File: src/rtl/rau_pkg.sv
// Package for the rational arithmetic unit: opcodes, status codes and stream widths.
// No dependencies; used by rational_arithmetic_unit.
package rau_pkg;
	localparam int S_TDATA_W = 136;
	localparam int M_TDATA_W = 72;

	localparam logic [2:0] OP_NORM = 3'd0;
	localparam logic [2:0] OP_ADD  = 3'd1;
	localparam logic [2:0] OP_SUB  = 3'd2;
	localparam logic [2:0] OP_MUL  = 3'd3;
	localparam logic [2:0] OP_DIV  = 3'd4;
	localparam logic [2:0] OP_EQ   = 3'd5;
	localparam logic [2:0] OP_LT   = 3'd6;
	localparam logic [2:0] OP_NOP  = 3'd7;

	localparam logic [1:0] STAT_OK   = 2'd0;
	localparam logic [1:0] STAT_ZDEN = 2'd1;
	localparam logic [1:0] STAT_DIV0 = 2'd2;
	localparam logic [1:0] STAT_OVF  = 2'd3;
endpackage

File: src/rtl/rational_arithmetic_unit.sv
// Rational arithmetic unit: reduces one or two fractions, combines or compares them, reduces any result.
// Depends on rau_pkg (opcodes, status codes, stream widths).
//
// channel | dir | payload (lowest bits first)
// s_*     | in  | opcode[2:0] a_num[34:3] a_den[66:35] b_num[98:67] b_den[130:99], zero pad
// m_*     | out | res_num[31:0] res_den[62:32] compare_true[63] status[65:64], zero pad
//
// One item is worked at a time by a sequencer around subtract/compare logic for restoring
// division, a separate compare for binary GCD, and one shift-add multiplier.
// The run time of an item depends on the data: each reduction is a binary GCD followed
// by two restoring divisions (numerator, then denominator, by the GCD), and products
// come from the shift-add multiplier. A no-op or a zero denominator skips all of these.
// s_tready is high only while the sequencer is idle; a finished result waits in the
// output register, and the next item is accepted meanwhile.
// arst_n clears control state only; the datapath registers need no reset.
module rational_arithmetic_unit #(
	parameter int VALUE_WIDTH = 32
) (
	input  logic                          clk,
	input  logic                          arst_n,
	input  logic                          s_tvalid,
	output logic                          s_tready,
	// opcode, a_num, a_den, b_num, b_den
	input  logic [rau_pkg::S_TDATA_W-1:0] s_tdata,
	output logic                          m_tvalid,
	input  logic                          m_tready,
	// res_num, res_den, compare_true, status
	output logic [rau_pkg::M_TDATA_W-1:0] m_tdata
);
	import rau_pkg::*;

	localparam int W   = VALUE_WIDTH;
	localparam int PW  = 2 * VALUE_WIDTH;
	localparam int KW  = $clog2(PW);
	localparam int MCW = $clog2(VALUE_WIDTH);

	localparam logic [3:0] S_IDLE   = 4'd0;
	localparam logic [3:0] S_RSTART = 4'd1;
	localparam logic [3:0] S_GEVEN  = 4'd2;
	localparam logic [3:0] S_GCD    = 4'd3;
	localparam logic [3:0] S_GSHIFT = 4'd4;
	localparam logic [3:0] S_DIV    = 4'd5;
	localparam logic [3:0] S_POST   = 4'd6;
	localparam logic [3:0] S_MUL    = 4'd7;
	localparam logic [3:0] S_COMB   = 4'd8;
	localparam logic [3:0] S_CHECK  = 4'd9;
	localparam logic [3:0] S_DONE   = 4'd10;

	localparam logic [1:0] RET_A = 2'd0;
	localparam logic [1:0] RET_B = 2'd1;
	localparam logic [1:0] RET_R = 2'd2;

	localparam logic [PW-1:0] LIM = PW'(1) << (W - 1);

	function automatic logic [W-1:0] mag_of(input logic [W-1:0] v);
		mag_of = v[W-1] ? (~v + W'(1)) : v;
	endfunction

	logic [3:0]    state_q;
	logic [1:0]    ret_q;
	logic [2:0]    op_q;
	logic [W-1:0]  bnr_q, bdr_q;            // raw b fields
	logic [W-1:0]  am_q, ad_q, bm_q, bd_q;  // reduced operands
	logic          an_q, bn_q;
	logic [PW-1:0] rm_q, rd_q;              // value under reduction
	logic          rneg_q;
	logic [PW-1:0] gx_q, gy_q;
	logic [KW-1:0] gk_q;
	logic [PW-1:0] dq_q, dr_q;
	logic [KW-1:0] dcnt_q;
	logic          dsel_q;
	logic [PW-1:0] acc_q, mcand_q;
	logic [W-1:0]  mplier_q;
	logic [MCW-1:0] mcnt_q;
	logic [1:0]    mi_q;
	logic [PW-1:0] pa_q, pb_q, pc_q;
	logic [31:0]   rnum_q;
	logic [30:0]   rden_q;
	logic          rcmp_q;
	logic [1:0]    rst_q;
	logic [M_TDATA_W-1:0] out_q;
	logic          out_valid_q;
	logic          out_load;

	// input fields, low VALUE_WIDTH bits
	logic [2:0]   in_op;
	logic [W-1:0] in_an, in_ad, in_bn, in_bd;
	assign in_op = s_tdata[2:0];
	assign in_an = s_tdata[3 +: W];
	assign in_ad = s_tdata[35 +: W];
	assign in_bn = s_tdata[67 +: W];
	assign in_bd = s_tdata[99 +: W];

	// subtract/compare logic for division, and a separate compare for GCD
	logic [PW:0]   div_t;
	logic          div_ge;
	logic [PW:0]   div_diff;
	logic          g_ge;
	assign div_t    = {dr_q, dq_q[PW-1]};
	assign div_ge   = div_t >= {1'b0, gy_q};
	assign div_diff = div_t - {1'b0, gy_q};
	assign g_ge     = gx_q >= gy_q;
	logic [PW-1:0] dq_next;
	assign dq_next  = {dq_q[PW-2:0], div_ge};

	// multiplier operand selection for the next product
	logic [1:0]   mi_sel;
	logic [W-1:0] mx, my;
	always_comb begin
		case (mi_sel)
			2'd0: begin
				mx = am_q;
				my = (op_q == OP_MUL) ? bm_q : bd_q;
			end
			2'd1: begin
				mx = bm_q;
				my = ad_q;
			end
			default: begin
				mx = ad_q;
				my = (op_q == OP_DIV) ? bm_q : bd_q;
			end
		endcase
	end

	logic [PW-1:0] acc_next;
	assign acc_next = mplier_q[0] ? acc_q + mcand_q : acc_q;

	// add/sub combine
	logic          nb;
	logic [PW-1:0] cmb_mag;
	logic          cmb_neg;
	always_comb begin
		nb = bn_q ^ (op_q != OP_ADD);
		if (an_q == nb) begin
			cmb_mag = pa_q + pb_q;
			cmb_neg = an_q;
		end else if (pa_q >= pb_q) begin
			cmb_mag = pa_q - pb_q;
			cmb_neg = an_q;
		end else begin
			cmb_mag = pb_q - pa_q;
			cmb_neg = nb;
		end
	end

	logic fits;
	assign fits = (rd_q <= LIM - PW'(1)) && (rneg_q ? (rm_q <= LIM) : (rm_q <= LIM - PW'(1)));
	logic [31:0] mag32;
	assign mag32 = 32'(rm_q);

	always_comb begin
		mi_sel = mi_q;
		if (state_q == S_POST)
			mi_sel = 2'd0;
		else if (state_q == S_MUL)
			mi_sel = mi_q + 2'd1;
	end

	// result moves into the output register once it is free or being drained
	assign out_load = (state_q == S_DONE) && (!out_valid_q || m_tready);

	always_ff @(posedge clk or negedge arst_n) begin
		if (!arst_n) begin
			state_q     <= S_IDLE;
			out_valid_q <= 1'b0;
		end else begin
			if (out_load)
				out_valid_q <= 1'b1;
			else if (m_tready)
				out_valid_q <= 1'b0;
			case (state_q)
				S_IDLE: begin
					if (s_tvalid) begin
						op_q   <= in_op;
						bnr_q  <= in_bn;
						bdr_q  <= in_bd;
						rnum_q <= 32'd0;
						rden_q <= 31'd1;
						rcmp_q <= 1'b0;
						if (in_op == OP_NOP) begin
							rst_q   <= STAT_OK;
							state_q <= S_DONE;
						end else if (in_ad == '0 || (in_op != OP_NORM && in_bd == '0)) begin
							rst_q   <= STAT_ZDEN;
							state_q <= S_DONE;
						end else begin
							rst_q   <= STAT_OK;
							rm_q    <= PW'(mag_of(in_an));
							rd_q    <= PW'(mag_of(in_ad));
							rneg_q  <= in_an[W-1] ^ in_ad[W-1];
							ret_q   <= RET_A;
							state_q <= S_RSTART;
						end
					end
				end
				S_RSTART: begin
					gx_q <= rm_q;
					gy_q <= rd_q;
					gk_q <= '0;
					if (rm_q == '0) begin
						rd_q    <= PW'(1);
						rneg_q  <= 1'b0;
						state_q <= S_POST;
					end else begin
						state_q <= S_GEVEN;
					end
				end
				S_GEVEN: begin
					if (!gx_q[0] && !gy_q[0]) begin
						gx_q <= gx_q >> 1;
						gy_q <= gy_q >> 1;
						gk_q <= gk_q + KW'(1);
					end else begin
						state_q <= S_GCD;
					end
				end
				S_GCD: begin
					if (gx_q == '0)
						state_q <= S_GSHIFT;
					else if (!gx_q[0])
						gx_q <= gx_q >> 1;
					else if (!gy_q[0])
						gy_q <= gy_q >> 1;
					else if (g_ge)
						gx_q <= gx_q - gy_q;
					else
						gy_q <= gy_q - gx_q;
				end
				S_GSHIFT: begin
					if (gk_q != '0) begin
						gy_q <= gy_q << 1;
						gk_q <= gk_q - KW'(1);
					end else begin
						dq_q    <= rm_q;
						dr_q    <= '0;
						dcnt_q  <= '0;
						dsel_q  <= 1'b0;
						state_q <= S_DIV;
					end
				end
				S_DIV: begin
					if (dcnt_q == KW'(PW - 1)) begin
						dr_q   <= '0;
						dcnt_q <= '0;
						if (!dsel_q) begin
							rm_q   <= dq_next;
							dq_q   <= rd_q;
							dsel_q <= 1'b1;
						end else begin
							rd_q    <= dq_next;
							state_q <= S_POST;
						end
					end else begin
						dr_q   <= div_ge ? div_diff[PW-1:0] : div_t[PW-1:0];
						dq_q   <= dq_next;
						dcnt_q <= dcnt_q + KW'(1);
					end
				end
				S_POST: begin
					case (ret_q)
						RET_A: begin
							am_q <= rm_q[W-1:0];
							ad_q <= rd_q[W-1:0];
							an_q <= rneg_q;
							if (op_q == OP_NORM) begin
								state_q <= S_CHECK;
							end else begin
								rm_q    <= PW'(mag_of(bnr_q));
								rd_q    <= PW'(mag_of(bdr_q));
								rneg_q  <= bnr_q[W-1] ^ bdr_q[W-1];
								ret_q   <= RET_B;
								state_q <= S_RSTART;
							end
						end
						RET_B: begin
							bm_q <= rm_q[W-1:0];
							bd_q <= rd_q[W-1:0];
							bn_q <= rneg_q;
							if (op_q == OP_EQ) begin
								rcmp_q  <= (an_q == rneg_q) && (am_q == rm_q[W-1:0])
									&& (ad_q == rd_q[W-1:0]);
								state_q <= S_DONE;
							end else if (op_q == OP_DIV && rm_q == '0) begin
								rst_q   <= STAT_DIV0;
								state_q <= S_DONE;
							end else begin
								state_q <= S_MUL;
								mi_q    <= 2'd0;
								mcnt_q  <= '0;
								acc_q   <= '0;
								// operand b is not yet in bm_q/bd_q; pick from rm/rd
								case (op_q)
									OP_MUL: begin
										mcand_q  <= PW'(am_q);
										mplier_q <= rm_q[W-1:0];
									end
									default: begin
										mcand_q  <= PW'(am_q);
										mplier_q <= rd_q[W-1:0];
									end
								endcase
							end
						end
						default: state_q <= S_CHECK;
					endcase
				end
				S_MUL: begin
					if (mcnt_q == MCW'(W - 1)) begin
						case (mi_q)
							2'd0:    pa_q <= acc_next;
							2'd1:    pb_q <= acc_next;
							default: pc_q <= acc_next;
						endcase
						mcnt_q   <= '0;
						acc_q    <= '0;
						mcand_q  <= PW'(mx);
						mplier_q <= my;
						mi_q     <= mi_q + 2'd1;
						if (mi_q == 2'd2)
							state_q <= S_COMB;
					end else begin
						acc_q    <= acc_next;
						mcand_q  <= mcand_q << 1;
						mplier_q <= mplier_q >> 1;
						mcnt_q   <= mcnt_q + MCW'(1);
					end
				end
				S_COMB: begin
					ret_q <= RET_R;
					rd_q  <= pc_q;
					if (op_q == OP_MUL || op_q == OP_DIV) begin
						rm_q    <= pa_q;
						rneg_q  <= an_q ^ bn_q;
						state_q <= S_RSTART;
					end else if (op_q == OP_LT) begin
						rcmp_q  <= cmb_neg && (cmb_mag != '0);
						state_q <= S_DONE;
					end else begin
						rm_q    <= cmb_mag;
						rneg_q  <= cmb_neg;
						state_q <= S_RSTART;
					end
				end
				S_CHECK: begin
					if (fits) begin
						rnum_q <= rneg_q ? (32'd0 - mag32) : mag32;
						rden_q <= 31'(rd_q);
					end else begin
						rst_q <= STAT_OVF;
					end
					state_q <= S_DONE;
				end
				S_DONE: begin
					if (out_load) begin
						out_q   <= {6'd0, rst_q, rcmp_q, rden_q, rnum_q};
						state_q <= S_IDLE;
					end
				end
				default: state_q <= S_IDLE;
			endcase
		end
	end

	assign s_tready = (state_q == S_IDLE);
	assign m_tvalid = out_valid_q;
	assign m_tdata  = out_q;

	a_zden_zero: assert property (@(posedge clk) disable iff (!arst_n)
		m_tvalid && m_tdata[65:64] == STAT_ZDEN |-> m_tdata[31:0] == 32'd0
			&& m_tdata[62:32] == 31'd1)
		else $error("zero-denominator result is not 0/1");
	a_den_nonzero: assert property (@(posedge clk) disable iff (!arst_n)
		m_tvalid |-> m_tdata[62:32] != 31'd0)
		else $error("result denominator is zero");
	a_cmp_ok: assert property (@(posedge clk) disable iff (!arst_n)
		m_tvalid && m_tdata[63] |-> m_tdata[65:64] == STAT_OK)
		else $error("compare flag set with error status");
	a_div_nz: assert property (@(posedge clk) disable iff (!arst_n)
		state_q == S_DIV |-> gy_q != '0)
		else $error("division by zero gcd");
endmodule

File: config.mk
export PLATFORM = sky130hd
export DESIGN_NAME = rational_arithmetic_unit
export DESIGN_NICKNAME = d
export VERILOG_FILES = /design/src/rtl/rau_pkg.sv /design/src/rtl/rational_arithmetic_unit.sv
export SDC_FILE = /design/constraint.sdc
export NUM_CORES = 2
export LEC_CHECK = 0
export BUFFER_PORTS_ARGS = -buffer_cell sky130_fd_sc_hd__buf_4
export CAP_MARGIN = 20
export CORE_UTILIZATION = 36
export CTS_CLUSTER_DIAMETER = 80
export CTS_CLUSTER_SIZE = 14
export DETAILED_ROUTE_END_ITERATION = 16
export MAX_ROUTING_LAYER = met4
export PLACE_DENSITY = 0.51
export SETUP_SLACK_MARGIN = 0.15
export SKIP_LAST_GASP = 1
export SYNTH_ARGS = -nofsm -noshare
export SYNTH_HDL_FRONTEND = slang
export SYNTH_SLANG_ARGS = --single-unit
File: constraint.sdc
create_clock -name clk -period 20.8 [get_ports clk]
set_clock_uncertainty 0.1 [all_clocks]
set_input_delay 4.16 -clock clk [delete_from_list [all_inputs] [get_ports clk]]
set_output_delay 4.16 -clock clk [all_outputs]
set_load 0.03 [all_outputs]
==> flow_summary.yaml <==
critical_path:
  arrival_ns: 8.76
  slowest_delay_ns: 0.54
  required_ns: 21.04
  worstSetupEndpointType: "flip-flop"
  cp_common_cell: "or4_1"
  critPathMaxFanout: 64
  crit_slowest_cell: "or4_1"
  start_kind: "input port"
  worstSetupPathType: "in -> reg"
  critical_path.cell_chain: "buf_4 -> or4_1 -> nor2_1 -> nand3_1 -> or3_1 -> or4_1 -> or4_1 -> or4_1 -> nor3b_1 -> nor3_1 -> nand2_1 -> nand2_1 -> nand3_1 -> nor2_1 -> and3_2 -> buf_4"
final_layout:
  final_common_cell: "edfxtp_1"
  layout.nets: 8413
  drive_above_1_share: 0.08226
  n_fill_cell: 20420
  regArea_um2: 32800
  layout_common_cells: "edfxtp_1 (1088), nand2_1 (712), nor2_1 (634)"
  multi_input_area_um2: 39250
  syn2layout_area_growth_pct: 10.18
detailed_routing:
  drc: 0
  drtAntennaViolNets: 0
  via_count: 63950
  first_pass_iters: 7
  wirelength_um: 302200
  drt_iter0_drc: 7847
  drt-wirelength-per-cell_um: 28.36
  vias_per_cell: 6.001
clocking:
  numCtsBuffers: 102
  clk_path_buf_depth: 3
  post-cts-setup-buffers: 0
  hold_buffers: 0
  htree_levels: 3
  cts-resized-gates: 0
  root_buffer: "clkbuf_16"
  clock_latency_ns: 0.82
  clk_pin_slew_ns: 0.07
  cts_tree: "done"
  cts_num_sinks: 1093
synthesis:
  synth-edff-count: 1088
  synthCells: 7821
  avgSynthCellArea_um2: 9.600
  yosys_warnings: 0
  ys.flop_type: "edfxtp_1"
  synth_area_um2: 75080
  ys_seq_area_frac: 0.4368
  yosysUniqueCellTypes: 102
  synth-seq-cells: 1093
  async_flop_share: 0.004575
global_routing:
  gr-total-overflow: 0
  first_global_vias: 60860
  antenna_found_initial: 29
  grt_first_pass_wirelength_um: 435500
  grt_usage: 0.2887
  grt_start_max_net_pins: 101
place:
  place.gp.congestion: 0.9699
  io_buffers: 202
  place_hpwl_um: 228600
pwr:
  p_seq_frac: 0.337
  p_total_uw: 10740
  clkPwrFrac: 0.174
  vdd_drop_max_mv: 0.09879
  p_sw_frac: 0.4535
  power.leakage_uw: 0.03155
  p_int_uw: 5869
  p_sw_uw: 4871
  cellPowerDensity_nw_per_um2: 129.8
  combinationalPowerShare: 0.488
timing:
  slew_violations: 0
  min_period_over_period: 0.4096
  clock.fmax_mhz: 117.4
  slew_headroom: 0.1696
  hold_ws_ns: 0.2830
  fin_crit_ns: 8.520
  tns_ns: 0
  finalHoldViolCount: 0
  rsz0062_at_grt: "no"
  setup_viol: 0
  worst_slew_pin_slew_ns: 1.238
die:
  start_util: 0.3626
  die_height_um: 458.7
  core_area_um2: 207100
  row_count: 167
  ios: 214
  die_w_um: 458.7
  fp.dieArea_um2: 210400
worst_hold_path:
  min_path_type: "reg -> reg"
outcome:
  outcome: "completed"
flow_run:
  max_cap_violations: 0
registers in the layout, indices dropped and copies added, names as in the netlist, 5 cells and up:
signal / count
m_tdata: 66
acc_q: 64
dq_q: 64
dr_q: 64
gx_q: 64
gy_q: 64
mcand_q: 64
pa_q: 64
pb_q: 64
pc_q: 64
rd_q: 64
rm_q: 64
ad_q: 32
am_q: 32
bd_q: 32
bdr_q: 32
bm_q: 32
bnr_q: 32
mplier_q: 32
rnum_q: 32
rden_q: 31
dcnt_q: 6
gk_q: 6
mcnt_q: 5
power groups by stage:
stage               Sequential, uW  Clock [uW]  Combinational (uW)
detailed placement            3640           0                5130
finish                        3620        1870                5240
global placement              3650           0                5130
floorplan                     3390           0                3550
global route                  3650        1980                5680
CTS                           3600        1910                5160
critical path: cells and delay by family:
family / cells / cell delay [ns]
buffers and inverters: 2 / 0.54
and+or+nand+nor: 14 / 4.01
cell families after synthesis:
family | synth area share
fa+ha+maj | 0.07896
flops | 0.4368
mux | 0.02630
xor+xnor | 0.05786
simple gates | 0.1461
compound gates | 0.2096
other cells | 0.00004995
buf+inv | 0.04423
worst paths after layout:
| check | startpoint | end | slack [ns] | depth (start not counted) |
|---|---|---|---|---|
| worst min-delay path | rden_q[25] | m_tdata[57] | 0.28 | 0 |
| worst max-delay path | s_tdata[42] | rm_q[18] | 12.28 | 16 |
| worst min register to register | rden_q[25] | m_tdata[57] | 0.28 | 0 |
| min in group asynchronous | arst_n | state_q[1] | 3.12 | 1 |
| worst max register to register | pa_q[54] | rcmp_q | 12.88 | 19 |
| max in group asynchronous | arst_n | state_q[3] | 17.30 | 1 |
cell usage after synthesis (all sizes together), types with 98 or more instances:
library cell	n	area share
and2	118	0.0098
mux2i	123	0.016
nor3	125	0.0083
xnor2	294	0.034
a21o	238	0.024
o21ai	540	0.036
inv	411	0.021
clkbuf	381	0.019
a31oi	136	0.011
o31ai	130	0.013
a21oi	587	0.039
xor2	202	0.024
nand4	98	0.0082
ha	461	0.077
nor2	645	0.032
nand2	718	0.036
edfxtp	1088	0.44
nand3	117	0.0078
metal layers:
| metal | GRT usage | share of wire |
|---|---|---|
| met1 | 0.3954 | 0.44 |
| met2 | 0.4450 | 0.45 |
| met3 | 0.03355 | 0.068 |
| met4 | 0.08900 | 0.034 |
| met5 | - | 0 |
area by class of cell:
class / instances / share of cell area
Antenna cell: 16 / 0.0004840
Inverter: 415 / 0.01889
Timing Repair Buffer: 323 / 0.03004
Sequential cell: 1093 / 0.3965
Clock inverter: 46 / 0.006353
Multi-Input combinational cell: 5869 / 0.4745
Clock buffer: 107 / 0.03108
Tap cell: 2788 / 0.04217
through the flow:
step,utilization,setup slack (ns),cell area [um^2],std cells
after global placement,0.3839,11.59,79490,10480
after CTS,0.3989,12.41,82600,10640
after detailed placement,0.3839,11.61,79500,10490
after floorplan,-,2.848,75100,7826
after global routing,0.3995,11.99,82710,10650
final,0.3995,12.28,82720,10660
(Power assumes the default switching activity.)
